$ cat src/rtl/hdtp_pkg.sv
`default_nettype none
package hdtp_pkg;

	// Heading geometry in 1/64 degree
	localparam logic [16:0] ERR_WRAP_LIMIT = 17'd11520;
	localparam logic [17:0] ERR_FULL_TURN  = 18'd23040;
	localparam logic [16:0] DEADBAND       = 17'd96;
	// 0.6 drive in 2^-14 units, rounded down
	localparam logic [41:0] SETTLE_LIMIT   = 42'd9830;
	localparam logic [15:0] TICK_MAX       = 16'hFFFF;

	// Register reset values
	localparam logic [15:0] RST_GAIN_P    = 16'd256;
	localparam logic [15:0] RST_GAIN_I    = 16'd0;
	localparam logic [15:0] RST_GAIN_D    = 16'd0;
	localparam logic [15:0] RST_INT_LIMIT = 16'd640;
	localparam logic [6:0]  RST_MIN_DRIVE = 7'd18;
	localparam logic [6:0]  RST_MAX_DRIVE = 7'd60;
	localparam logic [15:0] RST_SCALE     = 16'd256;
	localparam logic [15:0] RST_TIMEOUT   = 16'd500;

	typedef enum logic [2:0] {
		REG_GAIN_P    = 3'd0,
		REG_GAIN_I    = 3'd1,
		REG_GAIN_D    = 3'd2,
		REG_INT_LIMIT = 3'd3,
		REG_MIN_DRIVE = 3'd4,
		REG_MAX_DRIVE = 3'd5,
		REG_SCALE     = 3'd6,
		REG_TIMEOUT   = 3'd7
	} reg_idx_t;

	typedef enum logic [1:0] {
		CAUSE_RUN     = 2'd0,
		CAUSE_SETTLED = 2'd1,
		CAUSE_OSC     = 2'd2,
		CAUSE_TIMEOUT = 2'd3
	} cause_t;

	typedef enum logic [2:0] {
		OP_NOP,
		OP_EVAL,
		OP_WRAP,
		OP_INTEG,
		OP_CLAMP,
		OP_FINISH
	} op_t;

	typedef enum logic [2:0] {
		MS_NONE,
		MS_P,
		MS_I,
		MS_D,
		MS_C
	} msel_t;

	typedef enum logic [1:0] {
		ACC_HOLD,
		ACC_LOAD,
		ACC_ADD
	} acc_t;

	typedef struct packed {
		op_t   op;
		msel_t msel;
		acc_t  acc;
		logic  jz;      // step may emit; return to idle when it does
	} cw_t;

	typedef struct packed {
		logic  en;
		op_t   op;
		msel_t msel;
		acc_t  acc;
	} ctrl_t;

	typedef struct packed {
		logic              fire;
		logic signed [7:0] drive;
		logic              done;
		cause_t            cause;
	} res_t;

	typedef struct packed {
		logic        [15:0] gain_p;
		logic        [15:0] gain_i;
		logic        [15:0] gain_d;
		logic signed [15:0] integral_limit;
		logic        [6:0]  min_drive;
		logic        [6:0]  max_drive;
		logic signed [15:0] drive_scale;
		logic        [15:0] timeout_ticks;
	} cfg_t;

	typedef logic [3:0] pc_t;

	localparam pc_t PC_IDLE   = 4'd0;
	localparam pc_t PC_EVAL   = 4'd1;
	localparam pc_t PC_WRAP   = 4'd2;
	localparam pc_t PC_INTEG  = 4'd3;
	localparam pc_t PC_MUL_P  = 4'd4;
	localparam pc_t PC_MUL_I  = 4'd5;
	localparam pc_t PC_MUL_D  = 4'd6;
	localparam pc_t PC_SUM    = 4'd7;
	localparam pc_t PC_CLAMP  = 4'd8;
	localparam pc_t PC_MUL_C  = 4'd9;
	localparam pc_t PC_FINISH = 4'd10;

	function automatic cw_t ucode(input pc_t pc);
		cw_t cw;
		cw = '{op: OP_NOP, msel: MS_NONE, acc: ACC_HOLD, jz: 1'b0};
		case (pc)
			PC_EVAL: begin
				cw.op = OP_EVAL;
				cw.jz = 1'b1;
			end
			PC_WRAP:  cw.op = OP_WRAP;
			PC_INTEG: cw.op = OP_INTEG;
			PC_MUL_P: cw.msel = MS_P;
			PC_MUL_I: begin
				cw.msel = MS_I;
				cw.acc  = ACC_LOAD;
			end
			PC_MUL_D: begin
				cw.msel = MS_D;
				cw.acc  = ACC_ADD;
			end
			PC_SUM: cw.acc = ACC_ADD;
			PC_CLAMP: begin
				cw.op = OP_CLAMP;
				cw.jz = 1'b1;
			end
			PC_MUL_C: cw.msel = MS_C;
			PC_FINISH: begin
				cw.op = OP_FINISH;
				cw.jz = 1'b1;
			end
			default: cw.op = OP_NOP;
		endcase
		return cw;
	endfunction

endpackage
`default_nettype wire

$ cat src/rtl/hdtp_dp.sv
`default_nettype none
module hdtp_dp (
	input  wire logic               clk,
	input  wire logic               arst_n,
	input  wire hdtp_pkg::ctrl_t    ctrl,
	input  wire hdtp_pkg::cfg_t     cfg,
	input  wire logic               start_req,
	input  wire logic signed [15:0] target_heading,
	input  wire logic signed [15:0] measured_heading,
	output hdtp_pkg::res_t          res
);

	// Controller state
	logic               moving_q;
	logic               first_q;
	logic               last_sign_q;
	logic [1:0]         flip_q;
	logic [15:0]        tick_q;
	logic signed [15:0] last_err_q;
	logic signed [23:0] integ_q;

	// Working registers
	logic signed [16:0] eraw_q;
	logic signed [15:0] e_q;
	logic signed [16:0] deriv_q;
	logic signed [41:0] prod_q;
	logic signed [41:0] acc_q;
	logic [20:0]        c_q;
	logic               sneg_q;

	// Evaluate step
	logic               mov_n, first_n;
	logic [15:0]        tick_n;
	logic signed [16:0] eraw;
	logic               sign_pos;
	logic [1:0]         flip_base, flip_new;
	logic               osc;

	assign mov_n   = start_req | moving_q;
	assign first_n = start_req | first_q;
	assign tick_n  = start_req ? 16'd0 : tick_q;
	assign eraw    = {measured_heading[15], measured_heading}
	               - {target_heading[15], target_heading};
	assign sign_pos  = !eraw[16] && (eraw != 17'sd0);
	assign flip_base = first_n ? 2'd0 : flip_q;
	assign flip_new  = flip_base + 2'(!first_n && (sign_pos != last_sign_q)
	                                  && (flip_base != 2'd3));
	assign osc = flip_new[1];

	// Wrap step
	logic [16:0]        rmag;
	logic signed [17:0] wdiff, wrapped;
	logic signed [15:0] e_sat;

	assign rmag  = eraw_q[16] ? 17'(-eraw_q) : 17'(eraw_q);
	assign wdiff = $signed(hdtp_pkg::ERR_FULL_TURN - {1'b0, rmag});
	always_comb begin
		if (rmag > hdtp_pkg::ERR_WRAP_LIMIT) begin
			wrapped = eraw_q[16] ? wdiff : -wdiff;
		end else begin
			wrapped = {eraw_q[16], eraw_q};
		end
		if (wrapped > 18'sd32767) begin
			e_sat = 16'sh7FFF;
		end else if (wrapped < -18'sd32768) begin
			e_sat = 16'sh8000;
		end else begin
			e_sat = wrapped[15:0];
		end
	end

	// Integrate step
	logic signed [16:0] e_ext;
	logic [16:0]        emag;
	logic               integ_ok;
	logic signed [24:0] isum;
	logic signed [23:0] isat;
	logic signed [16:0] deriv_n;

	assign e_ext    = {e_q[15], e_q};
	assign emag     = e_q[15] ? 17'(-e_ext) : 17'(e_ext);
	assign integ_ok = (emag > hdtp_pkg::DEADBAND) && (e_q < cfg.integral_limit);
	assign isum     = {integ_q[23], integ_q} + 25'(e_ext);
	always_comb begin
		if (isum > 25'sd8388607) begin
			isat = 24'sh7FFFFF;
		end else if (isum < -25'sd8388608) begin
			isat = 24'sh800000;
		end else begin
			isat = isum[23:0];
		end
	end
	assign deriv_n = first_q ? 17'sd0 : e_ext - {last_err_q[15], last_err_q};

	// Shared multiplier
	logic signed [24:0] mul_a;
	logic signed [16:0] mul_b;
	logic signed [41:0] prod_n;

	always_comb begin
		case (ctrl.msel)
			hdtp_pkg::MS_P: begin
				mul_a = 25'(e_q);
				mul_b = $signed({1'b0, cfg.gain_p});
			end
			hdtp_pkg::MS_I: begin
				mul_a = 25'(integ_q);
				mul_b = $signed({1'b0, cfg.gain_i});
			end
			hdtp_pkg::MS_D: begin
				mul_a = 25'(deriv_q);
				mul_b = $signed({1'b0, cfg.gain_d});
			end
			hdtp_pkg::MS_C: begin
				mul_a = $signed({4'b0, c_q});
				mul_b = 17'(cfg.drive_scale);
			end
			default: begin
				mul_a = 25'sd0;
				mul_b = 17'sd0;
			end
		endcase
	end
	assign prod_n = mul_a * mul_b;

	// Clamp step
	logic [41:0] sabs, lo, hi, c_lo;
	logic        settled;

	assign sabs    = acc_q[41] ? 42'(-acc_q) : 42'(acc_q);
	assign settled = sabs <= hdtp_pkg::SETTLE_LIMIT;
	assign lo      = {21'b0, cfg.min_drive, 14'b0};
	assign hi      = {21'b0, cfg.max_drive, 14'b0};
	assign c_lo    = (sabs < lo) ? lo : sabs;

	// Finish step
	logic        pneg;
	logic [41:0] pmag;
	logic [6:0]  dmag;
	logic signed [7:0] drive_n;
	logic [15:0] tick_inc;
	logic        tout;

	assign pneg     = prod_q[41];
	assign pmag     = pneg ? 42'(-prod_q) : 42'(prod_q);
	assign dmag     = (pmag[41:22] > 20'd127) ? 7'd127 : pmag[28:22];
	assign drive_n  = (sneg_q ^ pneg) ? -$signed({1'b0, dmag}) : $signed({1'b0, dmag});
	assign tick_inc = (tick_q != hdtp_pkg::TICK_MAX) ? tick_q + 16'd1 : tick_q;
	assign tout     = tick_inc >= cfg.timeout_ticks;

	always_comb begin
		res = '{fire: 1'b0, drive: 8'sd0, done: 1'b0, cause: hdtp_pkg::CAUSE_RUN};
		case (ctrl.op)
			hdtp_pkg::OP_EVAL: begin
				if (!mov_n) begin
					res.fire = 1'b1;
				end else if (osc) begin
					res.fire  = 1'b1;
					res.done  = 1'b1;
					res.cause = hdtp_pkg::CAUSE_OSC;
				end
			end
			hdtp_pkg::OP_CLAMP: begin
				if (settled) begin
					res.fire  = 1'b1;
					res.done  = 1'b1;
					res.cause = hdtp_pkg::CAUSE_SETTLED;
				end
			end
			hdtp_pkg::OP_FINISH: begin
				res.fire = 1'b1;
				if (tout) begin
					res.done  = 1'b1;
					res.cause = hdtp_pkg::CAUSE_TIMEOUT;
				end else begin
					res.drive = drive_n;
				end
			end
			default: res.fire = 1'b0;
		endcase
	end

	always_ff @(posedge clk or negedge arst_n) begin
		if (!arst_n) begin
			moving_q    <= 1'b1;
			first_q     <= 1'b1;
			last_sign_q <= 1'b0;
			flip_q      <= 2'd0;
			tick_q      <= 16'd0;
			last_err_q  <= 16'sd0;
			integ_q     <= 24'sd0;
		end else if (ctrl.en) begin
			case (ctrl.op)
				hdtp_pkg::OP_EVAL: begin
					if (mov_n) begin
						first_q     <= first_n;
						tick_q      <= tick_n;
						flip_q      <= flip_new;
						last_sign_q <= sign_pos;
						moving_q    <= !osc;
						if (first_n) begin
							last_err_q <= 16'sd0;
							integ_q    <= 24'sd0;
						end
					end
				end
				hdtp_pkg::OP_INTEG: begin
					integ_q    <= integ_ok ? isat : 24'sd0;
					last_err_q <= e_q;
					first_q    <= 1'b0;
				end
				hdtp_pkg::OP_CLAMP: begin
					if (settled) begin
						moving_q <= 1'b0;
					end
				end
				hdtp_pkg::OP_FINISH: begin
					tick_q <= tick_inc;
					if (tout) begin
						moving_q <= 1'b0;
					end
				end
				default: moving_q <= moving_q;
			endcase
		end
	end

	always_ff @(posedge clk) begin
		if (ctrl.en) begin
			case (ctrl.op)
				hdtp_pkg::OP_EVAL:  eraw_q <= eraw;
				hdtp_pkg::OP_WRAP:  e_q <= e_sat;
				hdtp_pkg::OP_INTEG: deriv_q <= deriv_n;
				hdtp_pkg::OP_CLAMP: begin
					c_q    <= (c_lo > hi) ? hi[20:0] : c_lo[20:0];
					sneg_q <= acc_q[41];
				end
				default: eraw_q <= eraw_q;
			endcase
			if (ctrl.msel != hdtp_pkg::MS_NONE) begin
				prod_q <= prod_n;
			end
			case (ctrl.acc)
				hdtp_pkg::ACC_LOAD: acc_q <= prod_q;
				hdtp_pkg::ACC_ADD:  acc_q <= acc_q + prod_q;
				default:            acc_q <= acc_q;
			endcase
		end
	end

endmodule
`default_nettype wire

$ cat src/rtl/heading_turn_pid.sv
// A running tick's result is emitted by the finish step, an idle or
// oscillation tick's by the evaluate step, a settled tick's by the clamp step.
// A new item is taken only once the ten-step control program is back at idle;
// it runs the P, I, D and scale products through one shared multiplier.
// Reset: registers return to defaults and the controller is armed, as if a
// move had just started; no clearing pass.
`default_nettype none
module heading_turn_pid (
	input  wire logic        clk,
	input  wire logic        arst_n,
	input  wire logic        s_tvalid,
	output logic             s_tready,
	input  wire logic [31:0] s_tdata,   // target_heading, measured_heading
	input  wire logic        s_tuser,   // start_req
	output logic             m_tvalid,
	input  wire logic        m_tready,
	output logic [7:0]       m_tdata,   // drive
	output logic             m_tlast,   // done_res
	output logic [1:0]       m_tuser,   // end_cause
	input  wire logic        psel,
	input  wire logic        penable,
	input  wire logic        pwrite,
	input  wire logic [4:0]  paddr,
	input  wire logic [31:0] pwdata,
	output logic [31:0]      prdata,
	output logic             pready
);

	hdtp_pkg::cfg_t  cfg_q;
	hdtp_pkg::pc_t   pc_q, pc_d;
	hdtp_pkg::cw_t   cw;
	hdtp_pkg::ctrl_t ctrl;
	hdtp_pkg::res_t  res;

	logic               start_q;
	logic signed [15:0] targ_q, meas_q;
	logic               s_accept, stall, step_en, emit;
	hdtp_pkg::reg_idx_t ridx;

	// Configuration port
	assign pready = 1'b1;
	assign ridx   = hdtp_pkg::reg_idx_t'(paddr[4:2]);

	always_ff @(posedge clk or negedge arst_n) begin
		if (!arst_n) begin
			cfg_q.gain_p         <= hdtp_pkg::RST_GAIN_P;
			cfg_q.gain_i         <= hdtp_pkg::RST_GAIN_I;
			cfg_q.gain_d         <= hdtp_pkg::RST_GAIN_D;
			cfg_q.integral_limit <= hdtp_pkg::RST_INT_LIMIT;
			cfg_q.min_drive      <= hdtp_pkg::RST_MIN_DRIVE;
			cfg_q.max_drive      <= hdtp_pkg::RST_MAX_DRIVE;
			cfg_q.drive_scale    <= hdtp_pkg::RST_SCALE;
			cfg_q.timeout_ticks  <= hdtp_pkg::RST_TIMEOUT;
		end else if (psel && penable && pwrite && pready) begin
			case (ridx)
				hdtp_pkg::REG_GAIN_P:    cfg_q.gain_p         <= pwdata[15:0];
				hdtp_pkg::REG_GAIN_I:    cfg_q.gain_i         <= pwdata[15:0];
				hdtp_pkg::REG_GAIN_D:    cfg_q.gain_d         <= pwdata[15:0];
				hdtp_pkg::REG_INT_LIMIT: cfg_q.integral_limit <= pwdata[15:0];
				hdtp_pkg::REG_MIN_DRIVE: cfg_q.min_drive      <= pwdata[6:0];
				hdtp_pkg::REG_MAX_DRIVE: cfg_q.max_drive      <= pwdata[6:0];
				hdtp_pkg::REG_SCALE:     cfg_q.drive_scale    <= pwdata[15:0];
				hdtp_pkg::REG_TIMEOUT:   cfg_q.timeout_ticks  <= pwdata[15:0];
				default:                 cfg_q                <= cfg_q;
			endcase
		end
	end

	always_comb begin
		case (ridx)
			hdtp_pkg::REG_GAIN_P:    prdata = {16'b0, cfg_q.gain_p};
			hdtp_pkg::REG_GAIN_I:    prdata = {16'b0, cfg_q.gain_i};
			hdtp_pkg::REG_GAIN_D:    prdata = {16'b0, cfg_q.gain_d};
			hdtp_pkg::REG_INT_LIMIT: prdata = {16'b0, cfg_q.integral_limit};
			hdtp_pkg::REG_MIN_DRIVE: prdata = {25'b0, cfg_q.min_drive};
			hdtp_pkg::REG_MAX_DRIVE: prdata = {25'b0, cfg_q.max_drive};
			hdtp_pkg::REG_SCALE:     prdata = {16'b0, cfg_q.drive_scale};
			hdtp_pkg::REG_TIMEOUT:   prdata = {16'b0, cfg_q.timeout_ticks};
			default:                 prdata = 32'b0;
		endcase
	end

	// Sequencer
	assign cw       = hdtp_pkg::ucode(pc_q);
	assign s_tready = (pc_q == hdtp_pkg::PC_IDLE);
	assign s_accept = s_tvalid && s_tready;
	// hold a step that may emit while the previous result is still waiting
	assign stall    = cw.jz && m_tvalid && !m_tready;
	assign step_en  = (pc_q != hdtp_pkg::PC_IDLE) && !stall;
	assign emit     = step_en && res.fire;

	assign ctrl = '{en: step_en, op: cw.op, msel: cw.msel, acc: cw.acc};

	always_comb begin
		pc_d = pc_q;
		if (s_accept) begin
			pc_d = hdtp_pkg::PC_EVAL;
		end else if (step_en) begin
			if (cw.jz && res.fire) begin
				pc_d = hdtp_pkg::PC_IDLE;
			end else begin
				pc_d = pc_q + 4'd1;
			end
		end
	end

	always_ff @(posedge clk or negedge arst_n) begin
		if (!arst_n) begin
			pc_q <= hdtp_pkg::PC_IDLE;
		end else begin
			pc_q <= pc_d;
		end
	end

	always_ff @(posedge clk) begin
		if (s_accept) begin
			start_q <= s_tuser;
			targ_q  <= s_tdata[15:0];
			meas_q  <= s_tdata[31:16];
		end
	end

	hdtp_dp u_dp (
		.clk              (clk),
		.arst_n           (arst_n),
		.ctrl             (ctrl),
		.cfg              (cfg_q),
		.start_req        (start_q),
		.target_heading   (targ_q),
		.measured_heading (meas_q),
		.res              (res)
	);

	// Output register
	always_ff @(posedge clk or negedge arst_n) begin
		if (!arst_n) begin
			m_tvalid <= 1'b0;
		end else if (emit) begin
			m_tvalid <= 1'b1;
		end else if (m_tready) begin
			m_tvalid <= 1'b0;
		end
	end

	always_ff @(posedge clk) begin
		if (emit) begin
			m_tdata <= res.drive;
			m_tlast <= res.done;
			m_tuser <= res.cause;
		end
	end

`ifndef SYNTHESIS
	a_accept_starts: assert property (@(posedge clk) disable iff (!arst_n)
		s_accept |=> pc_q == hdtp_pkg::PC_EVAL)
		else $error("accepted item did not start the program");

	a_no_overwrite: assert property (@(posedge clk) disable iff (!arst_n)
		emit |-> !(m_tvalid && !m_tready))
		else $error("result emitted over a pending result");

	a_done_zero_drive: assert property (@(posedge clk) disable iff (!arst_n)
		(m_tvalid && m_tlast) |-> m_tdata == 8'd0)
		else $error("ending tick carries nonzero drive");

	a_done_cause: assert property (@(posedge clk) disable iff (!arst_n)
		m_tvalid |-> (m_tlast == (m_tuser != hdtp_pkg::CAUSE_RUN)))
		else $error("done flag and end cause disagree");

	a_pc_range: assert property (@(posedge clk) disable iff (!arst_n)
		pc_q <= hdtp_pkg::PC_FINISH)
		else $error("step counter beyond program");
`endif

endmodule
`default_nettype wire

$ cat config.mk
export PLATFORM = sky130hd
export DESIGN_NAME = heading_turn_pid
export DESIGN_NICKNAME = d
export VERILOG_FILES = /design/src/rtl/hdtp_pkg.sv /design/src/rtl/hdtp_dp.sv /design/src/rtl/heading_turn_pid.sv
export SDC_FILE = /design/constraint.sdc
export NUM_CORES = 2
export LEC_CHECK = 0
export ABC_AREA = 1
export BUFFER_PORTS_ARGS = -buffer_cell sky130_fd_sc_hd__buf_2
export CAP_MARGIN = 10
export CORE_ASPECT_RATIO = 0.75
export CORE_MARGIN = 3
export CORE_UTILIZATION = 50
export DETAILED_ROUTE_END_ITERATION = 7
export HOLD_SLACK_MARGIN = 0.02
export PLACE_DENSITY = 0.68
export REMOVE_ABC_BUFFERS = 1
export SETUP_SLACK_MARGIN = 0.4
export SLEW_MARGIN = 20
export SYNTH_ARGS = -nofsm -noshare
export SYNTH_HDL_FRONTEND = slang
export SYNTH_SLANG_ARGS = --single-unit
$ cat constraint.sdc
create_clock -name clk -period 9.4 [get_ports clk]
set_clock_uncertainty 0.05 [all_clocks]
set_input_delay 1.41 -clock clk [delete_from_list [all_inputs] [get_ports clk]]
set_output_delay 1.41 -clock clk [all_outputs]
set_load 0.02 [all_outputs]
==> metrics.cfg <==
[place]
dp_hpwl_mm=98.0
gp_congestion=0.972
dp.cells=6343
dp_slack_ns=0.539
numPortBuffers=87

[min_path]
hold_path.class=flip-flop to flip-flop
worst_hold_path.endpoint=cfg_q[13]$_DFFE_PN0P_
hold_path_depth=2
hold_start=cfg_q[13]$_DFFE_PN0P_

[worst_setup_path]
endpoint_kind=flip-flop
max_stage_delay_ns=0.56
crit_type=flip-flop to flip-flop
r2r_setup_slack_ns=0.82
r2r-start=pc_q[0]$_DFFE_PN0P_
required_ns=9.67
cpMaxStageDelayCell=fa_1
cp-start-kind=flip-flop
cp.buffers_inverters=10
crit_family=adder cells
r2r_end=u_dp.prod_q[41]$_DFFE_PP_
crit_fanout=18
path_common_cell=inv_1
worstPathArrival_ns=8.85
reg2reg_depth=33

[timing]
setup_ws_ns=0.822
holdWs_ns=0.434
finalSetupTns_ns=0
slew_headroom_pct=23.8
rsz0062_at_grt=true
setup_violations=0
hold_violations=0
max_freq_mhz=117
fin_crit_ns=8.58
timing.final.crit_share_pct=91.3
worstMarginPinSlew_ns=1.14
slew_viol_final=0

[route]
wl_per_cell_um=19.0
postRouteAntennaNets=0
dr_wl_met2_mm=47.6
viasPerCell=5.55
topRoutingLayerUsed=met4
wl_met1_mm=57.9
num_vias=35600
dr.pass1.iters=6
finalWirelength_mm=122
drt_iter0_markers=4251
drc=0
met3_length_mm=14.1

[clock_tree]
path_clk_slew_ns=0.06
clk_latency_ns=0.59
h-tree-depth=2
clockRootBuffer=clkbuf_16
tritoncts.num_buffers=41
cts.sinks=376
cts_hold_buf=0
clock_path_buffers=3
tritoncts=done

[cells_and_area]
finalNonFillerCells=6426
fin_nets=6075
fillers=7636
syn_to_final_growth_pct=8.33
drive_gt1_share_pct=6.67
antenna_cells=0
seqCellArea_um2=10400
multi_input_area_um2=26000
final_core_util_pct=54.9

[power]
p_leak_nw=21.9
vdd_drop_max_v=0.000193
power_density_nw_per_um2=255

[synth]
synth_area_um2=40800
synth-seq-cells=376
synth.avg_cell_area_um2=7.79
async_reset_ff_share_pct=46.8
synth_cells=5243
ys_seq_area_share_pct=25.5
synth_edf_count=200
ys_warn_count=0
synth_cell_types=61
synthFlopType=edfxtp_1

[die]
dieWidth_um=336
io_pins=123
rows=90
start_util_pct=50.6
die_y_um=253
coreArea_um2=80600
dieArea_um2=85200

[run]
maxCapViolCount=0

[global_routing]
grt_pass1_vias=33700
antenna_found_initial=0
track_usage_pct=29.0
grt_first_pass_wirelength_mm=193
overflow=0
grt_max_degree=75

[outcome]
outcome=finished, final reports clean

[kinds of logic (layout without fill, tap and decap cells)]
group	Yosys count	after routing	synth area share, %
simple gates	2009	2009	20.2
flops	376	376	25.5
other cells	2	17	0.0184
xor+xnor	169	169	3.62
compound gates	845	845	11.6
fa+ha+maj	662	662	27.8
buf+inv	1180	1290	11.1
[cells in the final DEF, fill, tap and decap left out, types with 43 or more instances in the layout]
cell | synthesis | routed
xnor2_1 | 46 | 46
clkbuf_16 | 0 | 43
nor3_1 | 81 | 75
dfrtp_1 | 158 | 158
nor2_1 | 587 | 578
o21ai_0 | 334 | 334
edfxtp_1 | 200 | 200
nand2_1 | 1028 | 1025
xor2_1 | 123 | 123
fa_1 | 410 | 410
a21oi_1 | 260 | 259
inv_1 | 1024 | 1018
ha_1 | 252 | 252
buf_4 | 20 | 86
nand3_1 | 184 | 184
o22ai_1 | 76 | 76
buf_2 | 7 | 86
[worst max-delay path by stage]
stage                             start                   endpoint  cells after the start
CTS                 pc_q[0]$_DFFE_PN0P_  u_dp.prod_q[41]$_DFFE_PP_                     31
detailed placement  pc_q[0]$_DFFE_PN0P_  u_dp.prod_q[41]$_DFFE_PP_                     31
finish              pc_q[0]$_DFFE_PN0P_  u_dp.prod_q[41]$_DFFE_PP_                     33
global route        pc_q[0]$_DFFE_PN0P_  u_dp.prod_q[41]$_DFFE_PP_                     33
global placement    pc_q[0]$_DFFE_PN0P_  u_dp.prod_q[41]$_DFFE_PP_                     31
floorplan           pc_q[0]$_DFFE_PN0P_  u_dp.prod_q[34]$_DFFE_PP_                     32
[cell usage after synthesis, types with 20 or more instances]
library cell,n,area [µm²]
nor2_1,587,2200
nand2_1,1028,3860
nor3_1,81,405
nand3_1,184,921
o22ai_1,76,475
nor2_2,21,131
dfrtp_1,158,3950
inv_1,1024,3840
clkbuf_1,104,390
xnor2_1,46,403
nand4_1,42,263
a21oi_1,260,1300
o211ai_1,25,188
fa_1,410,8210
a31oi_1,36,225
edfxtp_1,200,6010
xor2_1,123,1080
ha_1,252,3150
o21ai_0,334,1670
buf_4,20,150
[area by class of cell]
type | count | area share, %
Multi-Input combinational cell | 3702 | 58.8
Sequential cell | 376 | 23.6
Inverter | 1041 | 8.88
Tap cell | 1058 | 2.99
Clock buffer | 57 | 2.68
Timing Repair Buffer | 174 | 2.50
Clock inverter | 18 | 0.535
[power by group]
group	switching, W	leakage, nW	total (W)	internal [W]
Combinational	0.00450	17.1	0.00660	0.00209
Clock	0.000724	0.690	0.00173	0.00100
Sequential	0.000530	4.06	0.00296	0.00243
[sequential cells by signal (all words and copies together), names as in the netlist]
signal,flops
u_dp.prod_q,42
u_dp.eraw_q,17
u_dp.last_err_q,16
pc_q,4
m_tvalid,1
start_q,1
u_dp.flip_q,2
u_dp.moving_q,1
targ_q,16
m_tdata,8
u_dp.c_q,21
m_tuser,2
u_dp.acc_q,42
u_dp.first_q,1
m_tlast,1
u_dp.sneg_q,1
u_dp.last_sign_q,1
u_dp.e_q,16
meas_q,16
u_dp.deriv_q,17
cfg_q,110
u_dp.integ_q,24
u_dp.tick_q,16
[metal layers]
metal	vias up	global-route usage, %
met4	0	5.73
met1	17000	46.2
met3	147	6.59
met5	-	0
met2	1648	40.0
li1	16800	-
[worst register-to-register path, delay by kind of cell, from the launching register on]
| family | cells | cell delay [ns] |
|---|---|---|
| compound gates | 5 | 1.04 |
| xor+xnor | 1 | 0.16 |
| fa+ha+maj | 8 | 3.59 |
| buf+inv | 10 | 1.32 |
| flops | 1 | 0.43 |
| simple gates | 9 | 1.76 |
[stage by stage]
stage	cell area, µm²	power (W)
6_report	44200	0.0113
5_1_grt	44200	0.0122
4_1_cts	44100	0.0111
3_5_place_dp	42700	0.00935
3_3_place_gp	42700	0.00927
2_1_floorplan	40300	0.00729
[what timing repair did]
item	CTS	global route
setup endpoints to repair	0	17
resized for setup	0	12
setup buffers	0	8
Power figures use the tool's default switching activity.
